`src/design/csft_pkg.sv`:
```
package csft_pkg;

    // Default table depth
    localparam int DEF_ENTRIES = 16;

    // Field widths
    localparam int CLIENT_W = 8;
    localparam int ID_W     = 11;
    localparam int IDX_W    = 4;

    // Result status codes
    localparam logic [1:0] STAT_OK       = 2'd0;
    localparam logic [1:0] STAT_NO_MATCH = 2'd1;
    localparam logic [1:0] STAT_FULL     = 2'd2;
    localparam logic [1:0] STAT_NOT_FND  = 2'd3;

    typedef enum logic [1:0] {
        OP_SUB   = 2'd0,
        OP_UNS   = 2'd1,
        OP_FLT   = 2'd2,
        OP_NONE  = 2'd3
    } op_t;

    typedef enum logic [1:0] {
        ST_IDLE,
        ST_SUB,
        ST_UNS,
        ST_FLT
    } state_t;

    // Which result the datapath loads into the output register
    typedef enum logic [2:0] {
        RES_NONE,
        RES_SUB_OK,
        RES_FULL,
        RES_PEND_MID,
        RES_PEND_LAST,
        RES_NO_MATCH,
        RES_UNS_OK,
        RES_NOT_FOUND
    } res_t;

    typedef struct packed {
        logic [1:0]          opcode;
        logic [CLIENT_W-1:0] client;
        logic [ID_W-1:0]     filter_id;
        logic [ID_W-1:0]     filter_mask;
        logic                match_mode;
        logic [ID_W-1:0]     frame_id;
    } in_item_t;

    typedef struct packed {
        logic [1:0]          status;
        logic [CLIENT_W-1:0] dest_client;
        logic [IDX_W-1:0]    entry_index;
        logic                last;
    } out_item_t;

    typedef struct packed {
        logic [CLIENT_W-1:0] client;
        logic [ID_W-1:0]     id;
        logic [ID_W-1:0]     mask;
        logic                mode;
    } entry_t;

    // Controller to datapath
    typedef struct packed {
        logic load_req;
        logic scan_start;
        logic advance;
        logic mark_found;
        logic shift_wr;
        logic sub_wr;
        logic count_dec;
        logic pend_load;
        res_t emit;
    } ctrl_cmd_t;

    // Datapath to controller
    typedef struct packed {
        logic out_free;
        logic full;
        logic chk_vld;
        logic uns_eq;
        logic flt_hit;
        logic scan_done;
        logic found;
        logic pend_vld;
    } ctrl_sts_t;

endpackage

```
`src/design/can_subscription_filter_table_core.sv`:
```
// CAN subscription filter table.
// Input channel s_*: one item per request; s_data.opcode selects subscribe,
// unsubscribe, or filter a received frame (opcode 3 is dropped silently).
// Result channel m_*: one item per subscribe or unsubscribe, and one item per
// matching table entry for a frame (or a single no_match); m_data.last marks
// the final item of a request.
// A subscribe loads its item once the output register is free. Unsubscribe
// and frame filtering walk the table through a memory with one read port and
// one write port, one entry per cycle while no filter match waits on the
// output register; an unsubscribe does its compaction inside the same walk.
// s_ready is high only while idle, so a new request is taken only after the
// last one has loaded its final item into the output register.
// A single output register holds the result; the next request is accepted
// while it waits. If the receiver stalls, a filter walk pauses on a match
// that releases a pending match until the output register is taken;
// nothing is dropped. Reset clears the entry count and all control state;
// the memory itself is not cleared, and no clearing pass is needed.
module can_subscription_filter_table_core #(
    parameter int ENTRIES = csft_pkg::DEF_ENTRIES
) (
    input  logic                 aclk,
    input  logic                 aresetn,
    input  logic                 s_valid,
    output logic                 s_ready,
    input  csft_pkg::in_item_t   s_data,
    output logic                 m_valid,
    input  logic                 m_ready,
    output csft_pkg::out_item_t  m_data
);
    import csft_pkg::*;

    ctrl_cmd_t cmd;
    ctrl_sts_t sts;

    csft_ctrl u_ctrl (
        .aclk    (aclk),
        .aresetn (aresetn),
        .s_valid (s_valid),
        .opcode  (s_data.opcode),
        .s_ready (s_ready),
        .sts     (sts),
        .cmd     (cmd)
    );

    csft_dp #(
        .ENTRIES (ENTRIES)
    ) u_dp (
        .aclk    (aclk),
        .aresetn (aresetn),
        .s_data  (s_data),
        .m_ready (m_ready),
        .m_valid (m_valid),
        .m_data  (m_data),
        .cmd     (cmd),
        .sts     (sts)
    );

endmodule

```
`src/design/csft_ctrl.sv`:
```
module csft_ctrl (
    input  logic                 aclk,
    input  logic                 aresetn,
    input  logic                 s_valid,
    input  logic [1:0]           opcode,
    output logic                 s_ready,
    input  csft_pkg::ctrl_sts_t  sts,
    output csft_pkg::ctrl_cmd_t  cmd
);
    import csft_pkg::*;

    state_t state_reg, state_next;
    logic   accept;

    assign accept = s_valid && (state_reg == ST_IDLE);

    always_ff @(posedge aclk) begin
        if (!aresetn) begin
            state_reg <= ST_IDLE;
        end else begin
            state_reg <= state_next;
        end
    end

    // Next state
    always_comb begin
        state_next = state_reg;
        case (state_reg)
            ST_IDLE: begin
                if (accept) begin
                    case (op_t'(opcode))
                        OP_SUB:  state_next = ST_SUB;
                        OP_UNS:  state_next = ST_UNS;
                        OP_FLT:  state_next = ST_FLT;
                        default: state_next = ST_IDLE;
                    endcase
                end
            end
            ST_SUB: begin
                if (sts.out_free) state_next = ST_IDLE;
            end
            ST_UNS, ST_FLT: begin
                if (sts.scan_done && sts.out_free) state_next = ST_IDLE;
            end
            default: state_next = ST_IDLE;
        endcase
    end

    // Outputs
    always_comb begin
        s_ready        = 1'b0;
        cmd.load_req   = 1'b0;
        cmd.scan_start = 1'b0;
        cmd.advance    = 1'b0;
        cmd.mark_found = 1'b0;
        cmd.shift_wr   = 1'b0;
        cmd.sub_wr     = 1'b0;
        cmd.count_dec  = 1'b0;
        cmd.pend_load  = 1'b0;
        cmd.emit       = RES_NONE;
        case (state_reg)
            ST_IDLE: begin
                s_ready        = 1'b1;
                cmd.load_req   = accept;
                cmd.scan_start = accept;
            end
            ST_SUB: begin
                if (sts.out_free) begin
                    if (sts.full) begin
                        cmd.emit = RES_FULL;
                    end else begin
                        cmd.sub_wr = 1'b1;
                        cmd.emit   = RES_SUB_OK;
                    end
                end
            end
            ST_UNS: begin
                if (sts.scan_done) begin
                    if (sts.out_free) begin
                        cmd.count_dec = sts.found;
                        cmd.emit      = sts.found ? RES_UNS_OK : RES_NOT_FOUND;
                    end
                end else begin
                    // once found, every later entry moves down by one
                    cmd.advance = 1'b1;
                    if (sts.chk_vld) begin
                        if (sts.found) begin
                            cmd.shift_wr = 1'b1;
                        end else if (sts.uns_eq) begin
                            cmd.mark_found = 1'b1;
                        end
                    end
                end
            end
            ST_FLT: begin
                if (sts.scan_done) begin
                    if (sts.out_free) begin
                        cmd.emit = sts.pend_vld ? RES_PEND_LAST : RES_NO_MATCH;
                    end
                end else if (!(sts.chk_vld && sts.flt_hit && sts.pend_vld
                               && !sts.out_free)) begin
                    // a hit releases the previous hit, which is then known not last
                    cmd.advance = 1'b1;
                    if (sts.chk_vld && sts.flt_hit) begin
                        cmd.pend_load = 1'b1;
                        if (sts.pend_vld) cmd.emit = RES_PEND_MID;
                    end
                end
            end
            default: begin
                s_ready = 1'b0;
            end
        endcase
    end

    a_sub_goes_sub: assert property (@(posedge aclk) disable iff (!aresetn)
        (s_valid && s_ready && opcode == OP_SUB) |=> state_reg == ST_SUB)
        else $error("accepted subscribe did not enter subscribe state");

    a_flt_ends: assert property (@(posedge aclk) disable iff (!aresetn)
        (state_reg == ST_FLT && sts.scan_done && sts.out_free)
        |=> state_reg == ST_IDLE)
        else $error("filter scan did not finish after final result");

endmodule

```
`src/design/csft_dp.sv`:
```
module csft_dp #(
    parameter int ENTRIES = csft_pkg::DEF_ENTRIES
) (
    input  logic                 aclk,
    input  logic                 aresetn,
    input  csft_pkg::in_item_t   s_data,
    input  logic                 m_ready,
    output logic                 m_valid,
    output csft_pkg::out_item_t  m_data,
    input  csft_pkg::ctrl_cmd_t  cmd,
    output csft_pkg::ctrl_sts_t  sts
);
    import csft_pkg::*;

    localparam int AW = (ENTRIES > 1) ? $clog2(ENTRIES) : 1;
    localparam int CW = $clog2(ENTRIES + 1);

    function automatic logic [IDX_W-1:0] out_idx(input logic [AW-1:0] i);
        logic [AW+IDX_W-1:0] w;
        w = {{IDX_W{1'b0}}, i};
        return w[IDX_W-1:0];
    endfunction

    // Subscription memory, no reset: entries above the count are never read
    entry_t mem [ENTRIES];

    in_item_t            req_reg;
    entry_t              rd_data_reg;
    logic [AW-1:0]       chk_idx_reg;
    logic [CW-1:0]       ptr_reg, ptr_next;
    logic [CW-1:0]       count_reg, count_next;
    logic                vld_reg, vld_next;
    logic                found_reg, found_next;
    logic [AW-1:0]       hit_idx_reg;
    logic                pend_vld_reg, pend_vld_next;
    logic [CLIENT_W-1:0] pend_client_reg;
    logic [AW-1:0]       pend_idx_reg;
    logic                m_valid_reg, m_valid_next;
    out_item_t           m_data_reg, m_data_next;

    entry_t              req_entry;
    logic                rd_en;
    logic                wr_en;
    logic [AW-1:0]       wr_addr;
    entry_t              wr_data;
    logic                out_free;

    assign req_entry = '{client: req_reg.client, id: req_reg.filter_id,
                         mask: req_reg.filter_mask, mode: req_reg.match_mode};
    assign out_free  = !m_valid_reg || m_ready;
    assign rd_en     = cmd.advance && (ptr_reg < count_reg);

    // Memory write: append or move one entry down
    assign wr_en   = cmd.sub_wr || cmd.shift_wr;
    assign wr_addr = cmd.shift_wr ? (chk_idx_reg - AW'(1)) : count_reg[AW-1:0];
    assign wr_data = cmd.shift_wr ? rd_data_reg : req_entry;

    always_ff @(posedge aclk) begin
        if (wr_en) mem[wr_addr] <= wr_data;
        if (rd_en) begin
            rd_data_reg <= mem[ptr_reg[AW-1:0]];
            chk_idx_reg <= ptr_reg[AW-1:0];
        end
    end

    // Request and pending-hit payload
    always_ff @(posedge aclk) begin
        if (cmd.load_req) req_reg <= s_data;
        if (cmd.mark_found) hit_idx_reg <= chk_idx_reg;
        if (cmd.pend_load) begin
            pend_client_reg <= rd_data_reg.client;
            pend_idx_reg    <= chk_idx_reg;
        end
        m_data_reg <= m_data_next;
    end

    // Scan pointer and flags
    always_comb begin
        ptr_next      = ptr_reg;
        vld_next      = vld_reg;
        found_next    = found_reg;
        pend_vld_next = pend_vld_reg;
        count_next    = count_reg;
        if (cmd.scan_start) begin
            ptr_next      = '0;
            vld_next      = 1'b0;
            found_next    = 1'b0;
            pend_vld_next = 1'b0;
        end else begin
            if (cmd.advance) vld_next = rd_en;
            if (rd_en) ptr_next = ptr_reg + CW'(1);
            if (cmd.mark_found) found_next = 1'b1;
            if (cmd.pend_load) pend_vld_next = 1'b1;
        end
        if (cmd.sub_wr) count_next = count_reg + CW'(1);
        else if (cmd.count_dec) count_next = count_reg - CW'(1);
    end

    always_ff @(posedge aclk) begin
        if (!aresetn) begin
            ptr_reg      <= '0;
            vld_reg      <= 1'b0;
            found_reg    <= 1'b0;
            pend_vld_reg <= 1'b0;
            count_reg    <= '0;
            m_valid_reg  <= 1'b0;
        end else begin
            ptr_reg      <= ptr_next;
            vld_reg      <= vld_next;
            found_reg    <= found_next;
            pend_vld_reg <= pend_vld_next;
            count_reg    <= count_next;
            m_valid_reg  <= m_valid_next;
        end
    end

    // Output register
    always_comb begin
        m_data_next  = m_data_reg;
        m_valid_next = m_ready ? 1'b0 : m_valid_reg;
        if (cmd.emit != RES_NONE) m_valid_next = 1'b1;
        case (cmd.emit)
            RES_SUB_OK:    m_data_next = '{STAT_OK, '0, out_idx(count_reg[AW-1:0]), 1'b1};
            RES_FULL:      m_data_next = '{STAT_FULL, '0, '0, 1'b1};
            RES_PEND_MID:  m_data_next = '{STAT_OK, pend_client_reg,
                                           out_idx(pend_idx_reg), 1'b0};
            RES_PEND_LAST: m_data_next = '{STAT_OK, pend_client_reg,
                                           out_idx(pend_idx_reg), 1'b1};
            RES_NO_MATCH:  m_data_next = '{STAT_NO_MATCH, '0, '0, 1'b1};
            RES_UNS_OK:    m_data_next = '{STAT_OK, '0, out_idx(hit_idx_reg), 1'b1};
            RES_NOT_FOUND: m_data_next = '{STAT_NOT_FND, '0, '0, 1'b1};
            default:       m_data_next = m_data_reg;
        endcase
    end

    assign m_valid = m_valid_reg;
    assign m_data  = m_data_reg;

    // Status back to the controller
    always_comb begin
        sts.out_free  = out_free;
        sts.full      = (count_reg == CW'(ENTRIES));
        sts.chk_vld   = vld_reg;
        sts.uns_eq    = (rd_data_reg == req_entry);
        sts.flt_hit   = rd_data_reg.mode
                        ? (req_reg.frame_id == rd_data_reg.id)
                        : (((req_reg.frame_id ^ rd_data_reg.id) & rd_data_reg.mask) == '0);
        sts.scan_done = (ptr_reg == count_reg) && !vld_reg;
        sts.found     = found_reg;
        sts.pend_vld  = pend_vld_reg;
    end

    a_shift_after_found: assert property (@(posedge aclk) disable iff (!aresetn)
        cmd.shift_wr |-> (found_reg && !cmd.sub_wr))
        else $error("entry moved before a removal was found");

    a_emit_room: assert property (@(posedge aclk) disable iff (!aresetn)
        (cmd.emit != RES_NONE) |-> out_free)
        else $error("result loaded over an untaken result");

    a_pend_release: assert property (@(posedge aclk) disable iff (!aresetn)
        (cmd.pend_load && pend_vld_reg) |-> (cmd.emit == RES_PEND_MID))
        else $error("pending hit overwritten without being sent");

endmodule
```
`config.mk`:
```
export PLATFORM = sky130hd
export DESIGN_NAME = can_subscription_filter_table_core
export DESIGN_NICKNAME = d
export VERILOG_FILES = /design/src/design/csft_pkg.sv /design/src/design/can_subscription_filter_table_core.sv /design/src/design/csft_ctrl.sv /design/src/design/csft_dp.sv
export SDC_FILE = /design/constraint.sdc
export NUM_CORES = 1
export LEC_CHECK = 0
export ABC_AREA = 0
export BUFFER_PORTS_ARGS = -buffer_cell sky130_fd_sc_hd__buf_2
export CAP_MARGIN = 20
export CORE_AREA = 2 2 298 153
export DETAILED_ROUTE_END_ITERATION = 7
export DIE_AREA = 0 0 300 155
export GPL_TIMING_DRIVEN = 0
export PLACE_DENSITY = 0.82
export REMOVE_ABC_BUFFERS = 1
export SETUP_SLACK_MARGIN = 0.02
export SLEW_MARGIN = 20
export SYNTH_ARGS = -nofsm -noshare
export SYNTH_HDL_FRONTEND = slang
export SYNTH_SLANG_ARGS = --single-unit
```
`constraint.sdc`:
```
create_clock -name aclk -period 3.6 [get_ports aclk]
set_input_delay 0.18 -clock aclk [delete_from_list [all_inputs] [get_ports aclk]]
set_output_delay 0.18 -clock aclk [all_outputs]
set_load 0.1 [all_outputs]
```
# ---- After elaboration in Yosys (flattened, before gate mapping)
# Memories as Yosys holds them, arrays and structs flattened. A register that Yosys moved wholly into a read port is not among the register bits.
# Cells that the tools add are included.
dict set report totals {
  ff_bits 93
  ramBits 496
  inputBits 48
  word_cells 116
  mem_count 1
}
dict set report op_classes {
  add_sub_neg 4
  n_lt_le_gt_ge 1
  eq_ne 19
  mux 46
  n_bitwise 3
  n_reduce_logical 22
}
# name depth width read_ports rd_clocked_by_memory_dff write_ports line_no
set memory_table {}
lappend memory_table {u_dp.mem 16 31 1 1 1 csft_dp.sv:25} ;# entry_t mem [ENTRIES];
# op count
set op_table {}
lappend op_table {{case mux 15 bit (7 select lines)} 1}
lappend op_table {{equality test 31 bit} 1}
lappend op_table {{two-way mux 31 bit} 1}
lappend op_table {{two-way mux 1 bit} 21}
lappend op_table {{two-way mux 2 bit} 9}
lappend op_table {{two-way mux 3 bit} 5}
lappend op_table {{equality test 3 bit (second input constant)} 4}
lappend op_table {{two-way mux 4 bit} 3}
lappend op_table {{case mux 2 bit (3 select lines)} 2}
lappend op_table {{AND 11 bit} 1}
lappend op_table {{equality test 11 bit} 1}
lappend op_table {{logical NOT 11 bit} 1}
lappend op_table {{bitwise XOR 11 bit} 1}
lappend op_table {{adder 5 x 1 -> 5 bit (second input constant)} 2}
lappend op_table {{two-way mux 5 bit} 2}
lappend op_table {{case mux 3 bit (3 select lines)} 1}
lappend op_table {{logical AND 1 bit} 7}
lappend op_table {{nonzero test 7 bit} 1}
lappend op_table {{equality test 2 bit (second input constant)} 3}
lappend op_table {{equality test 3 x 2 -> 1 bit (second input constant)} 2}
lappend op_table {{inequality test 2 x 1 -> 1 bit (second input constant)} 3}
lappend op_table {{equality test 5 bit} 1}
lappend op_table {{equality test 5 bit (second input constant)} 1}
lappend op_table {{less-than comparator 5 bit} 1}
lappend op_table {{13 further kinds} 20}

# ---- Logic depth before layout (Yosys ltp)
# Gate-level depths: netlist (run 1).
dict set report depth {
  ltp_word 12
  mapped_depth 12
  ltp_nobuf 9
}

# ---- By module
# A second synthesis (run 1) with hierarchy kept.
dict set report unflattened {
  cells_unflattened 1220
  hier_area_um2 24708.7
}
# module n_inst cells_per_inst area_per_inst_um2
set modules_own_cells {}
lappend modules_own_cells {csft_dp 1 1173 24383.4}
lappend modules_own_cells {csft_ctrl 1 47 325.3}

# ---- Worst setup path after synthesis (run 1)
# No wires, ideal clock.
dict set report synth_timing {
  path_type {reg2reg}
  startpoint {register u_dp.ptr_reg[0]}
  endpoint {register u_dp.m_data_reg (netlist bit u_dp.m_data[0]), enable pin}
  setup_ns 0.392
  arrival_time_ns 3.008
  setup_slack_ns 0.200
  path_stages_with_launch 12
  n_path_buf 4
  path_cell_list {dfxtp_1 buf_2 buf_4 buf_4 inv_1 ha_1 or2b_4 nor3_2 or2_1 clkbuf_1 nor2_2 a21oi_1}
}
dict set report synth_via {
  elab_chain_len 6
  word_cells_on_any_way 13
  cone_classes {8 x eq/ne; 3 x mux; 2 x reduce/logical}
}
# element line_no
set synth_lines {}
lappend synth_lines {{from (decl)} csft_dp.sv:30} ;# logic [CW-1:0] ptr_reg, ptr_next;
lappend synth_lines {{from (signal assigned)} csft_dp.sv:108} ;# ptr_reg <= ptr_next;
lappend synth_lines {{equality test 5 bit (*)} csft_dp.sv:148} ;# sts.scan_done = (ptr_reg == count_reg) && !vld_reg;
lappend synth_lines {{logical AND 1 bit (*)} csft_dp.sv:148}
lappend synth_lines {{two-way mux 3 bit, on equally long branches} {csft_ctrl.sv:96, csft_ctrl.sv:78}}
lappend synth_lines {{case mux 3 bit (3 select lines) (*)} csft_ctrl.sv:61} ;# case (state_reg)
lappend synth_lines {{equality test 3 x 1 -> 1 bit, or another cell as far along} csft_dp.sv:122} ;# case (cmd.emit)
lappend synth_lines {{nonzero test 7 bit (no source line) (*)} n/a}
lappend synth_lines {{to (signal assigned)} csft_dp.sv:74} ;# m_data_reg <= m_data_next;
lappend synth_lines {{to (decl)} csft_dp.sv:39} ;# out_item_t m_data_reg, m_data_next;
# Every way passes the cells marked *; elsewhere a longest branch is shown, timed or not.
# A chain may end at the register's enable or synchronous reset.

# ---- Worst setup path after layout (run 1)
dict set report layout_timing {
  startpoint {register u_dp.ptr_reg[3]}
  endpoint {register u_dp.rd_data_reg[22] (netlist name)}
}
dict set report layout_via {
  elab_chain_len 5
  word_cells_on_any_way 7
  cone_classes {1 x order compare; 1 x eq/ne; 3 x mux; 2 x reduce/logical}
}
# element line_no
set layout_lines {}
lappend layout_lines {{equality test 5 bit} csft_dp.sv:148}
lappend layout_lines {{logical AND 1 bit} csft_dp.sv:148}
lappend layout_lines {{two-way mux 1 bit or two-way mux 3 bit (tied branches)} {csft_ctrl.sv:96, csft_ctrl.sv:78}}
lappend layout_lines {{case mux 1 bit (2 select lines)} csft_ctrl.sv:61}
lappend layout_lines {{logical AND 1 bit (*)} csft_dp.sv:51} ;# assign rd_en = cmd.advance && (ptr_reg < count_reg);
lappend layout_lines {{net u_dp.rd_en} csft_dp.sv:42} ;# logic rd_en;
# Mark *: on every way through the listed nets, which the timed path passes. The rest lies on a longest branch.

==> impl_metrics.csv, run 1 <==
group,metric,value,unit
run_status,status,"finished, final reports clean",
yosys,yosys.area.top_type_share,0.747,
yosys,yosysWarningCount,0,
timing,fin_ws,0.142,ns
yosys,synthFlopType,"edfxtp_1",
yosys,ys_ff_latch,620,
grt,grt.total_usage,0.252,
yosys,synth.area.mux_share,0.145,
yosys,synth_area_leader_cell,"edfxtp_1",
timing,tns,0,ns
yosys,synth-simple-area-share,0.0394,
yosys,avgSynthCellArea,20.7,um2
grt,grt_pass1_vias,12918,
die,die_area,0.0465,mm2
critical_path,critPathLaunchType,"flop",
timing,setup_viol,0,
critical_path,r2r_start,"u_dp.ptr_reg[3]",
critical_path,required,3.88,ns
critical_path,cp-end-kind,"flop",
timing,grt_setup_unrepaired,"no",
yosys,yosysMostFrequentCell,"edfxtp_1",
finish,drive_gt1_frac,0.280,
clocking,numCtsBuffers,51,
yosys,yosys.area_share.adder,0.00701,
yosys,synth.distinct_cells,52,
yosys,synthTopCellsByCount,"edfxtp_1 (604), mux4_2 (155), nand2_1 (106)",
route,vias_per_cell,6.38,
placement,dp_hpwl,33600,um
min_path,hold_class,"input port to flop",
critical_path,path_class,"flop to flop",
route,totalWireLength,57600,um
timing,period_share,0.961,
die,io-pin-count,65,
route,drt_iter0_drc,1735,
finish,largest_reg_flops,496,
critical_path,r2r-end,"u_dp.rd_data_reg[22]",
placement,placed_cell_area,0.0259,mm2
die,core_area,0.0442,mm2
route,antenna_left,0,
finish,fin_cells,1979,
placement,place_ws,-0.490,ns
placement,dp.cells,1813,
timing,timing.fmax,0.289,GHz
pwr,vdd_drop_max,0.000410,V
min_path,hold_path_depth,5,
clocking,cts_buffer_depth,3,
grt,grt_antenna_before_repair,0,
die,dieWidth,300,um
timing,tightest_slew,1.15,ns
yosys,synthTopCellsByArea,"edfxtp_1 (75%), mux4_2 (14%), nand2_1 (1.6%)",
finish,syn_to_final_growth,16.2,%
yosys,synth_edf_count,604,
clocking,root_buffer,"clkbuf_16",
clocking,cts_htree_levels,2,
yosys,synth_area,0.0243,mm2
yosys,synthXorXnorAreaFrac,0.0180,
yosys,synth-compound-area-share,0.0186,
min_path,hold_end,"u_ctrl.state_reg[1]",
pwr,p_total,14700,uW
run,drv_cap,0,
critical_path,r2r_cells,8,
route,wl_per_cell,29.1,um
timing,slew_headroom,0.233,
clocking,clk_pin_slew,0.07,ns
critical_path,r2r_setup_slack,0.14,ns
placement,portBuffers,64,
timing,fin_worst_skew,0.0177,ns
clocking,clock_latency,0.58,ns
yosys,syn_inst,1172,
timing,hold_viol,0,
pwr,p_leak,0.00894,uW
route,drc,0,
grt,grt_max_degree,51,
die,fp.dieH,155,um
yosys,ys_seq_area_frac,0.760,
critical_path,cp_max_fo,21,
timing,fin_crit,3.46,ns
die,rows,55,
die,initial_core_util,0.550,
finish,diodes,0,
grt,grt_overflow,0,
pwr,power_density,522,mW/mm2
grt,grt_pass1_wl,85000,um
route,firstDrtPassIters,5,
timing,drv_slew,0,
critical_path,critical_path_arrival,3.74,ns
clocking,cts_sinks,620,
yosys,ys_async_sr_fraction,0,
placement,gp_congestion,0.838,
finish,postLayoutCellArea,0.0282,mm2
yosys,synth_top_family_by_area,"multiplexers",
route,vias,12633,
finish,num-nets-final,1401,
min_path,hp-start,"s_valid",
clocking,cts_tree,"built",
-- metrics by stage --
stage / hold slack (ns) / utilization
6_report: 0.0310 / 0.639
5_1_grt: 0.0836 / 0.639
4_1_cts: 0.0150 / 0.635
3_5_place_dp: 0.359 / 0.587
3_3_place_gp: 0.359 / 0.569
2_1_floorplan: 0.279 / -
-- area by class of cell --
| cell class | count | area (um2) |
|---|---|---|
| Fill cell | 2850 | 16000 |
| Inverter | 15 | 58.8 |
| Tap cell | 598 | 748 |
| Clock inverter | 23 | 149 |
| Sequential cell | 620 | 18500 |
| Timing Repair Buffer | 165 | 1690 |
| Clock buffer | 71 | 1400 |
| Multi-Input combinational cell | 487 | 5700 |
-- worst max-delay path, cell delays in order (launching register included) --
cell	delay, ns
dfxtp_2	0.70
buf_12	0.27
ha_1	0.28
nand4_1	0.23
a21oi_1	0.12
a2111oi_4	0.54
o211ai_4	0.21
inv_2	0.53
buf_16	0.25
-- power by group --
group	internal, uW	switching, uW
Sequential	8160	117
Combinational	364	794
Clock	2800	2490
-- per-layer routing --
layer  part of all wire  routed length [um]  up-vias  global-route usage
met1               0.38               22100     6582               0.351
met4              0.030                1750        0              0.0769
met5                  0                   0        -                   0
met2               0.49               28100      767               0.409
met3              0.097                5590      156              0.0540
li1                   -                   -     5128                   -
-- repair_timing --
item,CTS,global route
hold buffers,43,0
resized for setup,1,1
pin swaps,8,5
setup buffers,13,16
setup endpoints to repair,248,160
hold endpoints to repair,50,0
-- how the worst max path moves through the flow --
stage,start,to,cells after the start
after floorplan,u_dp.ptr_reg[0],u_dp.m_data[0],7
after global placement,u_dp.ptr_reg[0],u_dp.rd_data_reg[15],7
after detailed placement,u_ctrl.state_reg[0],u_dp.mem[8][14],7
after CTS,u_ctrl.state_reg[0],u_dp.mem[10][9],6
after global routing,u_dp.ptr_reg[3],u_dp.rd_data_reg[13],8
final,u_dp.ptr_reg[3],u_dp.rd_data_reg[22],8
-- cell usage in the layout (no fill, tap or decap), types with 7 or more instances in the layout --
cell type and count:
nor4_1 9, ha_1 12, o21ai_0 9, xnor2_1 17, buf_12 24, nor2_1 16, nor2_4 17, a21oi_1 11
nand2_1 106, clkbuf_16 51, nand3_1 7, nand4_1 9, buf_16 10, inv_1 13, dfxtp_1 12, buf_4 23
nor2b_1 7, buf_2 64, a22oi_1 9, xor2_1 33, dlygate4sd3_1 43, clkbuf_1 15, mux4_2 155, nor3b_1 8
clkinv_2 12, edfxtp_1 604
-- kinds of logic (layout without fill, tap and decap cells) --
logic type / after synthesis / after routing
flops: 620 / 620
simple gates: 205 / 205
mux: 159 / 159
buf+inv: 65 / 274
compound gates: 60 / 60
xor+xnor: 50 / 50
fa+ha+maj: 13 / 13
No activity file was read; power rests on OpenSTA's default activity.
==> run 2, diff against run 1 <==
--- a/config.mk
+++ b/config.mk
@@ -8,9 +8,9 @@
 export ABC_AREA = 0
 export BUFFER_PORTS_ARGS = -buffer_cell sky130_fd_sc_hd__buf_2
 export CAP_MARGIN = 20
-export CORE_AREA = 2 2 298 153
+export CORE_AREA = 2 2 190 238
 export DETAILED_ROUTE_END_ITERATION = 7
-export DIE_AREA = 0 0 300 155
+export DIE_AREA = 0 0 192 240
 export GPL_TIMING_DRIVEN = 0
 export PLACE_DENSITY = 0.82
 export REMOVE_ABC_BUFFERS = 1
@@ -19,3 +19,4 @@
 export SYNTH_ARGS = -nofsm -noshare
 export SYNTH_HDL_FRONTEND = slang
 export SYNTH_SLANG_ARGS = --single-unit
+export TNS_END_PERCENT = 1
==> constraint.sdc (replaced) <==
create_clock -name aclk -period 3.6 [get_ports aclk]
set_input_delay 0.18 -clock aclk [delete_from_list [all_inputs] [get_ports aclk]]
set_output_delay 0.18 -clock aclk [all_outputs]
set_load 0.05 [all_outputs]
==> run 2 against run 1 <==
- the flow now finishes with violations (setup timing)
- routed wire length rose by 7.9%
- sequential share of layout area fell by 1.1 points
- clock power rose by 17%
- count of clock-buffer cells in the layout did not move
- total power rose by 5.2%
- non-clock buffer count fell by 15
- sequential cell count did not move
- clock skew rose by 0.012 ns
- maximum frequency fell by 4.1%
- first-iteration DRC count rose by 8.0%
- via count rose by 2.3%
- design area rose by 1.7%
- largest power group unchanged
==> impl_metrics.csv, run 2 (same netlist as run 1, synthesis figures left out) <==
group,metric,value,unit
finish,layout_commonest_cell,"edfxtp_1",
grt,grt_overflow,0,
finish,num-nets-final,1391,
timing,tightest_slew,1.04,ns
timing,timing.fmax,0.277,GHz
pwr,p_leak,0.00911,uW
clocking,cts_tree,"built",
route,antenna_left,0,
run_status,violations,"setup timing",
critical_path,crit_chain,"nor2b_2, nand3_4, o21ai_0, nand2_1, nor2_4, buf_16, buf_16",
route,vias,12927,
route,dr_wl_met2,31100,um
pwr,power_density,540,mW/mm2
route,vias_per_cell,6.63,
pwr,p_int,12000,uW
clocking,cts_htree_levels,2,
die,rows,86,
finish,syn_to_final_growth,18.2,%
die,dieWidth,192,um
die,fp.dieH,240,um
grt,grt_max_degree,49,
clocking,cts_sinks,620,
timing,slew_headroom,0.303,
critical_path,critical_path_arrival,3.90,ns
critical_path,path_class,"flop to flop",
timing,hold_slack,0.0333,ns
grt,grt.total_usage,0.277,
clocking,clock_latency,0.61,ns
route,m1WireLength,20800,um
route,met3WireLength,6610,um
pwr,p_total,15500,uW
die,io-pin-count,65,
route,totalWireLength,62100,um
clocking,clk_pin_slew,0.07,ns
critical_path,critPathLaunchType,"flop",
route,drt_iter0_drc,1873,
finish,fill_cells,2596,
timing,fin_ws,-0.00681,ns
timing,grt_setup_unrepaired,"yes",
route,drc,0,
die,die_area,0.0461,mm2
timing,period_share,1.00,
timing,hold_viol,0,
min_path,hold_class,"input port to flop",
route,firstDrtPassIters,6,
clocking,numCtsBuffers,56,
critical_path,crit_path_top_delay_cell,"nor2_4",
clocking,cts_buffer_depth,3,
pwr,comb_power_share,0.067,
route,wl_per_cell,31.9,um
finish,mostFrequentLayoutCells,"edfxtp_1 (604), mux4_2 (155), nand2_1 (106)",
grt,grt_pass1_wl,89400,um
critical_path,cp_max_fo,41,
run_status,status,"complete, but fails checks",
critical_path,critPathMaxStageDelay,0.61,ns
grt,grt_pass1_vias,13481,
pwr,p_sw,3460,uW
pwr,vdd_drop_max,0.000406,V
finish,ff_latch_area,0.0185,mm2
min_path,hold_path_depth,5,
timing,tns,-0.0162,ns
finish,largest_reg_flops,496,
grt,grt_antenna_before_repair,1,
pwr,switching_share,0.223,
die,initial_core_util,0.553,
finish,multi_input_area,0.00572,mm2
finish,drive_gt1_frac,0.284,
critical_path,cp-end-kind,"flop",
timing,fin_worst_skew,0.0293,ns
timing,setup_viol,5,
timing,fin_crit,3.61,ns
finish,fin_cells,1949,
critical_path,r2r_cells,7,
critical_path,required,3.90,ns
run,drv_cap,0,
timing,drv_slew,0,
clocking,root_buffer,"clkbuf_16",
critical_path,crit_top_cell,"buf_16",
placement,dp_hpwl,34800,um
placement,gp_congestion,0.845,
placement,dp.cells,1799,
die,core_area,0.0439,mm2
pwr,p_clk_frac,0.398,
pwr,seqPwrFrac,0.535,
finish,diodes,0,
placement,portBuffers,64,
route,top_layer_used,"met5",
run 2: cell count changes in the layout (fill, tap and decap cells not counted), sizes merged:
cell | previous run | this run
buf | 122 | 107
bufinv | 1 | 7
clkinv | 18 | 23
clkinvlp | 3 | 5
inv | 16 | 14
run 2: worst max-delay path, delay by kind of cell (launching register included):
family	cells	cell delay [ns]
buffers and inverters	2	0.43
AO/OA/AOI/OAI	1	0.52
flip-flops	1	0.50
AND/OR/NAND/NOR	4	1.82
run 2: layout make-up:
| type | count | share of cell area |
|---|---|---|
| sequential | 620 | 0.644 |
| clock buffer | 71 | 0.0530 |
| clock inverter | 34 | 0.0132 |
| tap | 572 | 0.0249 |
| inverter | 15 | 0.00227 |
| timing repair buffer | 150 | 0.0638 |
| multi-input combinational | 487 | 0.199 |
run 2: repair_timing:
action | in CTS | in global routing
pin swaps | 2 | 3
resized for setup | 6 | 2
setup buffers | 1 | 1
setup endpoints to repair | 174 | 110
endpoints found under the hold margin | 50 | 0
hold buffers | 43 | 0
run 2: final timing paths:
kind | from | slack, ns | to
hold / removal | s_valid | 0.03 | u_ctrl.state_reg[1]
setup reg to reg | u_ctrl.state_reg[0] | -0.007 | u_dp.mem[8][10]
setup / recovery | u_ctrl.state_reg[0] | -0.007 | u_dp.mem[8][10]
hold reg to reg | u_dp.rd_data_reg[26] | 0.53 | u_dp.pend_client_reg[3]
run 2: stage by stage:
step | util | worst slack (ns) | instance area, um2
floorplan | - | -4.40 | 24100
global placement | 0.572 | -7.68 | 25100
detailed placement | 0.599 | -0.312 | 26300
CTS | 0.653 | 0.0919 | 28700
global route | 0.654 | -0.0928 | 28700
finish | 0.654 | -0.00681 | 28700
run 2: routing by layer:
| layer | global-route usage | vias up |
|---|---|---|
| li1 | - | 5109 |
| met1 | 0.346 | 6548 |
| met2 | 0.453 | 1052 |
| met3 | 0.0568 | 216 |
| met4 | 0.161 | 2 |
| met5 | 0 | - |
run 2: power groups by stage:
| stage | combinational, uW | sequential, uW | clock, uW |
|---|---|---|---|
| 2_1_floorplan | 513 | 8510 | 0 |
| 3_3_place_gp | 832 | 8470 | 0 |
| 3_5_place_dp | 958 | 8430 | 0 |
| 4_1_cts | 1010 | 8280 | 6160 |
| 5_1_grt | 1100 | 8290 | 6430 |
| 6_report | 1040 | 8290 | 6170 |
==> run 3, diff against run 2 <==
--- a/config.mk
+++ b/config.mk
@@ -14,7 +14,7 @@
 export GPL_TIMING_DRIVEN = 0
 export PLACE_DENSITY = 0.82
 export REMOVE_ABC_BUFFERS = 1
-export SETUP_SLACK_MARGIN = 0.02
+export SETUP_SLACK_MARGIN = 0.3
 export SLEW_MARGIN = 20
 export SYNTH_ARGS = -nofsm -noshare
 export SYNTH_HDL_FRONTEND = slang
==> run 3 against run 2 <==
- largest cell class unchanged
- via count is 0.36% higher
- routed wire length is 1.0% higher
- clock power hardly changed
- cell count is 0.36% higher
- critical path depth is 1 higher
- non-clock buffer count is 6 higher
- combinational power hardly changed
- design area is 0.20% higher
- setup slack better by 0.23 ns
- the flow now finishes without violations
- critical endpoint is now u_dp.mem[1][10]
==> impl_metrics.csv, run 3 (same netlist as run 1, synthesis figures left out) <==
group,metric,value,unit
route,drt_iter0_drc,1860,
run_status,status,"finished, final reports clean",
finish,mostFrequentLayoutCells,"edfxtp_1 (604), mux4_2 (155), nand2_1 (106)",
critical_path,critPathMaxStageDelay,0.43,ns
critical_path,critPathLaunchType,"flop",
critical_path,path_class,"flop to flop",
route,antenna_left,0,
run,drv_cap,0,
pwr,vdd_drop_max,0.000406,V
die,rows,86,
pwr,switching_share,0.223,
placement,placed_cell_area,0.0263,mm2
pwr,comb_power_share,0.067,
timing,slew_headroom,0.292,
pwr,seqPwrFrac,0.535,
critical_path,cp_max_fo,22,
route,vias_per_cell,6.63,
timing,grt_setup_unrepaired,"yes",
die,die_area,0.0461,mm2
route,drc,0,
clocking,cts_sinks,620,
route,totalWireLength,62800,um
grt,grt.total_usage,0.282,
timing,tns,0,ns
clocking,numCtsBuffers,56,
finish,largest_reg_flops,496,
clocking,root_buffer,"clkbuf_16",
pwr,p_total,15500,uW
die,fp.dieH,240,um
finish,multi_input_area,0.00572,mm2
grt,grt_pass1_vias,13424,
critical_path,r2r_start,"u_dp.found_reg",
grt,grt_antenna_before_repair,0,
die,initial_core_util,0.553,
grt,grt_overflow,0,
finish,syn_to_final_growth,18.4,%
clocking,cts_buffer_depth,3,
grt,grt_pass1_wl,90700,um
pwr,power_density,539,mW/mm2
critical_path,crit_top_cell,"buf_12",
clocking,clock_latency,0.61,ns
route,vias,12973,
critical_path,cp-end-kind,"flop",
die,dieWidth,192,um
timing,hold_viol,0,
finish,diodes,0,
critical_path,crit_path_top_delay_cell,"nor2b_2",
clocking,cts_htree_levels,2,
route,wl_per_cell,32.1,um
finish,fin_cells,1956,
timing,fin_worst_skew,0.0295,ns
placement,dp.cells,1799,
finish,drive_gt1_frac,0.288,
placement,dp_hpwl,34800,um
pwr,p_int,12000,uW
min_path,hp-start,"s_valid",
critical_path,critical_path_arrival,3.66,ns
die,io-pin-count,65,
placement,portBuffers,64,
min_path,hold_class,"input port to flop",
finish,layout_commonest_cell,"edfxtp_1",
grt,grt_max_degree,49,
timing,setup_viol,0,
critical_path,startpoint,"u_dp.found_reg",
critical_path,required,3.89,ns
finish,fill_cells,2587,
timing,period_share,0.938,
finish,postLayoutCellArea,0.0288,mm2
timing,fin_crit,3.38,ns
route,firstDrtPassIters,8,
pwr,p_sw,3450,uW
pwr,p_clk_frac,0.397,
placement,gp_congestion,0.845,
finish,ff_latch_area,0.0185,mm2
pwr,p_leak,0.00915,uW
critical_path,crit_chain,"nor2b_2, nand3_4, clkinv_2, buf_12, a31oi_1, nor2_4, buf_12, buf_12",
clocking,cts_tree,"built",
timing,hold_slack,0.0365,ns
die,core_area,0.0439,mm2
timing,tightest_slew,1.06,ns
finish,num-nets-final,1398,
timing,timing.fmax,0.296,GHz
clocking,clk_pin_slew,0.07,ns
timing,drv_slew,0,
==> run 3: power by group through the flow <==
stage / Combinational (uW) / Clock (uW) / Sequential [uW]
final: 1040 / 6160 / 8290
after detailed placement: 958 / 0 / 8430
after CTS: 1010 / 6160 / 8290
after floorplan: 513 / 0 / 8510
after global routing: 1100 / 6410 / 8300
after global placement: 832 / 0 / 8470
==> run 3: critical path, delay by kind of cell, from the launching register on <==
kind / cells / cell delay (ns)
DFF: 1 / 0.42
AOI/OAI and AO/OA: 1 / 0.37
and+or+nand+nor: 3 / 1.19
buffers and inverters: 4 / 1.06
==> run 3: area by class of cell <==
cell class	count	area share
inverters	15	0.00209
clock buffers	71	0.0529
multi-input cells	488	0.199
well taps	572	0.0249
clock inverters	34	0.0132
repair buffers	156	0.0657
flip-flops and latches	620	0.642
==> run 3: layer usage <==
metal	global-route usage	vias to the layer above	routed length [um]	share of wire
met5	0	-	0	0
met4	0.153	0	3790	0.060
met3	0.0482	225	6640	0.11
met2	0.467	1056	31300	0.50
met1	0.358	6569	21000	0.34
li1	-	5123	-	-
==> run 3: through the flow <==
| stage | setup WS, ns | utilization |
|---|---|---|
| after CTS | 0.233 | 0.654 |
| after detailed placement | -0.312 | 0.599 |
| final | 0.224 | 0.655 |
| after global placement | -7.68 | 0.572 |
| after floorplan | -4.40 | - |
| after global routing | 0.141 | 0.655 |
==> run 3: path summary, 6_finish.rpt <==
| check | slack (ns) | depth (start not counted) | endpoint |
|---|---|---|---|
| setup / recovery | 0.22 | 8 | u_dp.mem[1][10] |
| hold / removal | 0.04 | 5 | u_ctrl.state_reg[1] |
| setup reg to reg | 0.22 | 8 | u_dp.mem[1][10] |
| hold reg to reg | 0.53 | 0 | u_dp.pend_client_reg[4] |
==> run 3: what timing repair did <==
action / 4_1_cts / 5_1_grt
pin swaps: 7 / 1
buffers inserted: 6 / 2
hold endpoints to repair: 50 / 0
hold buffers: 43 / 0
setup endpoints to repair: 357 / 250
resized for setup: 2 / 3
gates cloned: 1 / 0
